$ cat src/rtl/core/jset_pkg.sv
// Package for the Julia-set escape-time block: widths, reset values,
// register indexes, controller state encoding and command/status types.
// No dependencies.
`timescale 1ns / 1ps

package jset_pkg;

   localparam int FRAC_BITS      = 26;
   localparam int COORD_W        = 32;
   localparam int STEP_W         = 31;
   localparam int IDX_W          = 13;
   localparam int Z_W            = 34;
   localparam int MUL_W          = 29;
   localparam int PROD_W         = 2 * MUL_W;
   localparam int COUNT_W        = 8;
   localparam int CSR_IDX_W      = 3;
   localparam int REQ_DATA_W     = 32;
   localparam int MAX_PASSES_DEF = 256;

   localparam logic signed [COORD_W-1:0] C_REAL_RST     = -32'sd26843546;
   localparam logic signed [COORD_W-1:0] C_IMAG_RST     = 32'sd40265318;
   localparam logic signed [COORD_W-1:0] START_REAL_RST = -32'sd167728470;
   localparam logic signed [COORD_W-1:0] START_IMAG_RST = -32'sd167694488;
   localparam logic [STEP_W-1:0]         STEP_REAL_RST  = 31'd87381;
   localparam logic [STEP_W-1:0]         STEP_IMAG_RST  = 31'd155345;

   // |z| component bound (2.0) and escape bound on |z|^2 (4.0 in Q7.52)
   localparam logic signed [Z_W-1:0] MAG_POS = 34'sd134217728;
   localparam logic signed [Z_W-1:0] MAG_NEG = -34'sd134217728;
   localparam logic [PROD_W:0]       ESC_LIMIT = (PROD_W+1)'(1) << (2 * FRAC_BITS + 2);

   typedef enum logic [CSR_IDX_W-1:0] {
      REG_C_REAL     = 3'd0,
      REG_C_IMAG     = 3'd1,
      REG_START_REAL = 3'd2,
      REG_START_IMAG = 3'd3,
      REG_STEP_REAL  = 3'd4,
      REG_STEP_IMAG  = 3'd5
   } csr_idx_type;

   typedef enum logic [4:0] {
      S_IDLE = 5'b00001,
      S_INIT = 5'b00010,
      S_MULT = 5'b00100,
      S_UPD  = 5'b01000,
      S_DONE = 5'b10000
   } state_type;

   typedef struct packed {
      logic load;
      logic init;
      logic mult;
      logic update;
      logic capture;
   } cmd_type;

   typedef struct packed {
      logic max_reached;
      logic escaped;
   } status_type;

endpackage

$ cat src/rtl/core/jset_ctrl.sv
// Controller: one-hot state machine sequencing load, init, multiply and
// update passes, and the result handshake. Uses jset_pkg.
`timescale 1ns / 1ps

module jset_ctrl import jset_pkg::*; (
   input  logic        clock,
   input  logic        reset,
   input  logic        req_tvalid,
   output logic        req_tready,
   output logic        rsp_tvalid,
   input  logic        rsp_tready,
   input  status_type  status,
   output cmd_type     cmd
);

   state_type state_ff, state_in;
   logic      rsp_valid_ff, rsp_valid_in;
   logic      out_free;

   assign out_free   = !rsp_valid_ff || rsp_tready;
   assign req_tready = (state_ff == S_IDLE);
   assign rsp_tvalid = rsp_valid_ff;

   always_comb begin
      state_in     = state_ff;
      cmd          = '0;
      rsp_valid_in = rsp_valid_ff && !rsp_tready;
      case (state_ff)
         S_IDLE: begin
            if (req_tvalid) begin
               cmd.load = 1'b1;
               state_in = S_INIT;
            end
         end
         S_INIT: begin
            cmd.init = 1'b1;
            state_in = S_MULT;
         end
         S_MULT: begin
            if (status.max_reached) begin
               state_in = S_DONE;
            end else begin
               cmd.mult = 1'b1;
               state_in = S_UPD;
            end
         end
         S_UPD: begin
            if (status.escaped) begin
               state_in = S_DONE;
            end else begin
               cmd.update = 1'b1;
               state_in   = S_MULT;
            end
         end
         S_DONE: begin
            if (out_free) begin
               cmd.capture  = 1'b1;
               rsp_valid_in = 1'b1;
               state_in     = S_IDLE;
            end
         end
         default: state_in = S_IDLE;
      endcase
   end

   always_ff @(posedge clock) begin
      if (reset) begin
         state_ff     <= S_IDLE;
         rsp_valid_ff <= 1'b0;
      end else begin
         state_ff     <= state_in;
         rsp_valid_ff <= rsp_valid_in;
      end
   end

endmodule

$ cat config.mk
export PLATFORM = sky130hd
export DESIGN_NAME = jset_ctrl
export DESIGN_NICKNAME = d
export VERILOG_FILES = /design/src/rtl/core/jset_pkg.sv /design/src/rtl/core/jset_ctrl.sv
export SDC_FILE = /design/constraint.sdc
export NUM_CORES = 1
export LEC_CHECK = 0
export BUFFER_PORTS_ARGS = -buffer_cell sky130_fd_sc_hd__buf_2
export CORE_AREA = 2 2 39 41
export CTS_BUF_LIST = sky130_fd_sc_hd__clkbuf_4
export CTS_CLUSTER_DIAMETER = 100
export CTS_CLUSTER_SIZE = 12
export DETAILED_ROUTE_END_ITERATION = 8
export DIE_AREA = 0 0 41 43
export PLACE_DENSITY_LB_ADDON = 0.2
export SETUP_SLACK_MARGIN = 0.15
export SYNTH_ARGS = -nofsm -noshare
export SYNTH_HDL_FRONTEND = slang
export SYNTH_SLANG_ARGS = --single-unit
$ cat constraint.sdc
create_clock -name clock -period 2.29 [get_ports clock]
set_input_delay 0.3435 -clock clock [delete_from_list [all_inputs] [get_ports clock]]
set_output_delay 0.3435 -clock clock [all_outputs]
set_load 0.02 [all_outputs]
==> impl_metrics.env, run 1 <==
export IMPL_slew_viol_final=0
export IMPL_outcome="completed"
export IMPL_synth_commonest_cells="dfxtp_1, nor2_1, and2_1, inv_1"
export IMPL_synth_seq_area_share_pct=33.4
export IMPL_synth_mux_area_share_pct=0
export IMPL_period_share_pct=88.4
export IMPL_p_leak_nw=0.194
export IMPL_fmaxAchievable_mhz=494
export IMPL_drive_gt1_share_pct=35.7
export IMPL_root_buffer="clkbuf_4"
export IMPL_cpLargestDelayFamily="simple AND/OR/NAND/NOR gates"
export IMPL_nets=64
export IMPL_wl_per_cell_um=10.8
export IMPL_synth_fp_nets=48
export IMPL_numCtsBuffers=3
export IMPL_routed_via_count=345
export IMPL_clock_sinks=6
export IMPL_first_pass_iters=4
export IMPL_finalSetupTns_ns=0
export IMPL_path_cells="or4b_4 -> or2_4 -> nor2b_2 -> buf_2"
export IMPL_synthToLayoutAreaGrowth_pct=25.4
export IMPL_n_antenna_cell=0
export IMPL_grt_pass1_wl_um=1260
export IMPL_place_area_um2=428
export IMPL_clk_latency_ns=0.25
export IMPL_ys_types=25
export IMPL_holdCritPathClass="input port to flop"
export IMPL_arrival_ns=1.68
export IMPL_grt_start_max_net_pins=11
export IMPL_cp_max_fo=9
export IMPL_ctsHoldBuffers=0
export IMPL_synth_edf_count=0
export IMPL_clock_skew_ns=0.00557
export IMPL_critPathKind="flop to output port"
export IMPL_irDropWorstVdd_uv=162
export IMPL_hpwl_um=556
export IMPL_maxSlewHeadroom_pct=81.3
export IMPL_worstSetupStartpointType="flop"
export IMPL_synthArstFlopShare_pct=0
export IMPL_setup_viol=0
export IMPL_crit_path_end_kind="output port"
export IMPL_timing_critical_path_buf_inv=1
export IMPL_synth_xor_area_share_pct=0
export IMPL_antenna_found_initial=0
export IMPL_cts_clk_slew_worst_paths_ns=0.05
export IMPL_required_ns=1.95
export IMPL_cts_max_level=1
export IMPL_rsz0062_at_grt="no"
export IMPL_drc=0
export IMPL_grt_usage_pct=10.6
export IMPL_dieArea_um2=1760
export IMPL_drtAntennaViolNets=0
export IMPL_fp_dieW_um=41
export IMPL_drv_cap=0
export IMPL_yosys_warnings=0
export IMPL_synth_top_flop_cell="dfxtp_1"
export IMPL_grt_ovfl_total=0
export IMPL_num_fill_cells=155
export IMPL_power_density_nw_per_um2=556
export IMPL_row_count=14
export IMPL_multi_input_area_um2=216
export IMPL_die_height_um=43
export IMPL_synth_avg_cell_area_um2=8.55
export IMPL_postSynthCellCount=42
export IMPL_netlist_top_cells_area="dfxtp_1, and2_1, nand3b_1"
export IMPL_clk_path_buf_depth=2
export IMPL_post_route_cell_area_um2=450
export IMPL_synth_area_um2=359
export IMPL_synth_top_area_share_pct=33.4
export IMPL_vias_per_cell=4.79
export IMPL_io_buffers=12
export IMPL_synthAdderAreaFrac_pct=0
export IMPL_first_global_vias=314
export IMPL_final_core_util_pct=32.5
export IMPL_min_period_ns=2.02
export IMPL_yosysTopAreaCell="dfxtp_1"
export IMPL_ios=13
export IMPL_core_um2=1380
export IMPL_post_cts_buffers=0
export IMPL_seq_area_um2=120
export IMPL_synth_compound_area_share_pct=16.7
export IMPL_cts_resized=0
export IMPL_hold_viol_final=0
export IMPL_total_power_mw=0.250
export IMPL_crit_slowest_cell="or4b_4"
export IMPL_start_util_pct=25.9
export IMPL_tightest_slew_ns=0.278
export IMPL_synth_seq_cells=6
export IMPL_synth_simple_area_share_pct=43.6
export IMPL_cts_tree="done"
export IMPL_routed_wl_um=781
export IMPL_gp_congestion=0.685
export IMPL_synth_top_family_by_area="simple AND/OR/NAND/NOR gates"
export IMPL_drt_initial_drc_count=5
export IMPL_max_stage_delay_ns=0.55
export IMPL_yosysMostFrequentCell="dfxtp_1"
cell usage in the layout, fill, tap and decap left out:
master	count
o21ai_0	2
or3b_2	1
nor2_1	4
a21oi_2	1
nand3b_1	2
nand2b_1	2
nand3_1	1
and2_1	3
o311ai_1	1
or3_1	1
nor2b_1	1
or2_4	1
dfxtp_1	6
and3_1	2
or4b_4	1
clkbuf_4	3
o21a_1	1
nor2b_2	1
nor4_1	1
o311a_1	1
inv_1	3
buf_2	12
a21boi_0	1
nor3_1	2
a211oi_1	1
and3b_1	1
final cells by class:
cell class	count	area share [%]
Clock buffer	3	5.00
Sequential cell	6	26.7
Tap cell	16	4.44
Multi-Input combinational cell	32	48.1
Timing Repair Buffer	12	13.3
Inverter	3	2.50
worst paths after layout:
path | start | cells past startpoint | endpoint | slack [ns]
setup / recovery | state_ff[2] | 4 | cmd[0] | 0.27
hold reg to reg | rsp_tvalid | 2 | rsp_tvalid | 0.51
setup reg to reg | state_ff[2] | 3 | rsp_tvalid | 0.94
hold / removal | reset | 2 | rsp_tvalid | 0.28
state kept, by name (all words and copies together), names as in the netlist:
| name | cells |
|---|---|
| rsp_tvalid | 1 |
| state_ff | 5 |
power breakdown:
group | internal [mW] | switching [mW]
clock network | 0.0598 | 0.0455
registers | 0.107 | 0.00506
logic | 0.0148 | 0.0176
metal layers:
layer	track usage, %	share of wire, %	vias to the layer above
li1	-	-	181
met3	1.57	3.5	4
met5	0	0	-
met1	13.1	49	153
met4	10.0	4.1	0
met2	14.7	43	7
per-stage QoR:
| stage | hold WS (ns) | std cells | setup WS, ns |
|---|---|---|---|
| after global placement | 0.507 | 69 | 0.545 |
| after floorplan | 0.406 | 42 | 0.590 |
| after global routing | 0.292 | 72 | 0.192 |
| after CTS | 0.278 | 72 | 0.258 |
| final | 0.281 | 72 | 0.266 |
| after detailed placement | 0.501 | 69 | 0.540 |
cells by family (layout without fill, tap and decap cells):
kind of cell           Yosys count  after routing
flip-flops                       6              6
buffers and inverters            4             18
AND/OR/NAND/NOR                 24             24
AO/OA/AOI/OAI                    8              8
Power figures use the tool's default switching activity.
==> inputs of run 2 (changes only) <==
- clock period: 2.29 -> 1.7 ns (I/O delays scaled with it)
==> impl_metrics.env, run 2 (same netlist as run 1, synthesis figures left out) <==
export IMPL_crit_path_end_kind="output port"
export IMPL_clkPwrFrac_pct=37.3
export IMPL_whs_ns=0.211
export IMPL_seqPwrFrac_pct=45.4
export IMPL_layout_commonest_cell="buf_4"
export IMPL_grt_pass1_wl_um=1470
export IMPL_fmaxAchievable_mhz=555
export IMPL_cts_max_level=1
export IMPL_cts_tree="done"
export IMPL_combPwrFrac_pct=17.2
export IMPL_min_period_ns=1.80
export IMPL_ios=13
export IMPL_worstSetupStartpointType="flop"
export IMPL_placed_cells_incl_taps=73
export IMPL_critPathKind="flop to output port"
export IMPL_drv_cap=0
export IMPL_die_height_um=43
export IMPL_finalNonFillerCells=78
export IMPL_hold_depth=2
export IMPL_top_register="state_ff"
export IMPL_reg2reg_slack_ns=0.29
export IMPL_cts_clk_slew_worst_paths_ns=0.04
export IMPL_clock_skew_ns=0.00175
export IMPL_regToRegEndpoint="state_ff[0]"
export IMPL_drive_gt1_share_pct=50.0
export IMPL_cp_max_fo=2
export IMPL_grt_usage_pct=13.0
export IMPL_hold_viol_final=0
export IMPL_first_global_vias=369
export IMPL_met1_length_um=391
export IMPL_wl_per_cell_um=11.0
export IMPL_first_pass_iters=2
export IMPL_grt_start_max_net_pins=11
export IMPL_met3_wirelength_um=15
export IMPL_clock_sinks=6
export IMPL_drtAntennaViolNets=0
export IMPL_p_int_mw=0.252
export IMPL_wl_met2_um=429
export IMPL_routed_top_layer="met4"
export IMPL_nets=70
export IMPL_outcome="finished with violations"
export IMPL_drt_initial_drc_count=3
export IMPL_hpwl_um=651
export IMPL_arrival_ns=1.55
export IMPL_routed_via_count=372
export IMPL_numCtsBuffers=3
export IMPL_period_share_pct=106
export IMPL_core_um2=1380
export IMPL_dieArea_um2=1760
export IMPL_irDropWorstVdd_uv=283
export IMPL_whs_endpoint="rsp_tvalid"
export IMPL_slew_viol_final=0
export IMPL_setup_viol=1
export IMPL_setup_slack_ns=-0.101
export IMPL_io_buffers=12
export IMPL_root_buffer="clkbuf_4"
export IMPL_fp_dieW_um=41
export IMPL_final_cell_mix="buf_4, buf_2, dfxtp_1"
export IMPL_gp_congestion=0.700
export IMPL_min_from="reset"
export IMPL_antenna_found_initial=0
export IMPL_clk_path_buf_depth=2
export IMPL_largest_register_ffs=5
export IMPL_ctsHoldBuffers=0
export IMPL_grt_ovfl_total=0
export IMPL_pre_cts_slack_ns=0.0979
export IMPL_tightest_slew_ns=0.299
export IMPL_holdCritPathClass="input port to flop"
export IMPL_routed_wl_um=855
export IMPL_clk_latency_ns=0.24
export IMPL_p_leak_nw=0.240
export IMPL_swShare_pct=24.0
export IMPL_r2r_start="state_ff[2]"
export IMPL_netSwitchingPower_mw=0.0796
export IMPL_synthToLayoutAreaGrowth_pct=54.7
export IMPL_drc=0
export IMPL_violations="setup timing"
export IMPL_power_density_nw_per_um2=597
export IMPL_rsz0062_at_grt="yes"
export IMPL_n_antenna_cell=0
export IMPL_row_count=14
export IMPL_maxSlewHeadroom_pct=80.1
export IMPL_vias_per_cell=4.77
export IMPL_start_util_pct=25.9
export IMPL_rr_worst_depth=4
export IMPL_required_ns=1.44
-- run 2: cell types whose count changed in the layout (fill, tap and decap cells not counted), sizes merged --
| cell | delta |
|---|---|
| buf | +6 |
-- run 2: power groups by stage --
stage          Clock, mW  Sequential (mW)  Combinational, mW
3_5_place_dp           0            0.153             0.0487
4_1_cts            0.134            0.151             0.0534
2_1_floorplan          0            0.152             0.0279
5_1_grt            0.139            0.151             0.0628
6_report           0.124            0.151             0.0572
3_3_place_gp           0            0.153             0.0487
-- run 2: layout make-up --
class	count	area [µm²]
Sequential cell	6	120
Inverter	3	11.3
Tap cell	16	20.0
Clock buffer	3	22.5
Multi-Input combinational cell	32	253
Timing Repair Buffer	18	129
Fill cell	160	828
-- run 2: worst max path at each step --
stage,slack (ns),end,startpoint,depth (start not counted)
after floorplan,0.14,cmd[0],state_ff[3],4
after global placement,0.11,cmd[0],state_ff[1],4
after detailed placement,0.1,cmd[0],state_ff[1],4
after CTS,-0.14,cmd[0],state_ff[2],4
after global routing,-0.16,cmd[0],state_ff[2],4
final,-0.10,cmd[0],state_ff[2],4
-- run 2: repair_timing --
item,4_1_cts,5_1_grt
pin swaps,4,2
setup endpoints to repair,5,6
gates resized for setup,7,8
gates cloned,0,0
setup buffers,2,0
-- run 2: worst max-delay path, stage by stage, from the launching register on --
cell and delay [ns]:
dfxtp_1 0.30, or4b_4 0.53, or2_4 0.26, nor2b_4 0.11, buf_6 0.11
-- run 2: layer usage --
| layer | global-route usage [%] | vias to the layer above |
|---|---|---|
| li1 | - | 193 |
| met1 | 15.5 | 171 |
| met2 | 18.8 | 6 |
| met3 | 0 | 2 |
| met4 | 14.0 | 0 |
| met5 | 0 | - |
-- run 2: through the flow --
step                      utilization [%]  power [mW]  instance area (µm²)  setup TNS (ns)
after CTS                            38.0       0.338                  526          -0.141
after global placement               33.5       0.202                  463               0
after detailed placement             33.5       0.202                  463               0
after floorplan                         -       0.180                  364               0
final                                40.1       0.332                  556          -0.101
after global routing                 40.1       0.353                  556          -0.161
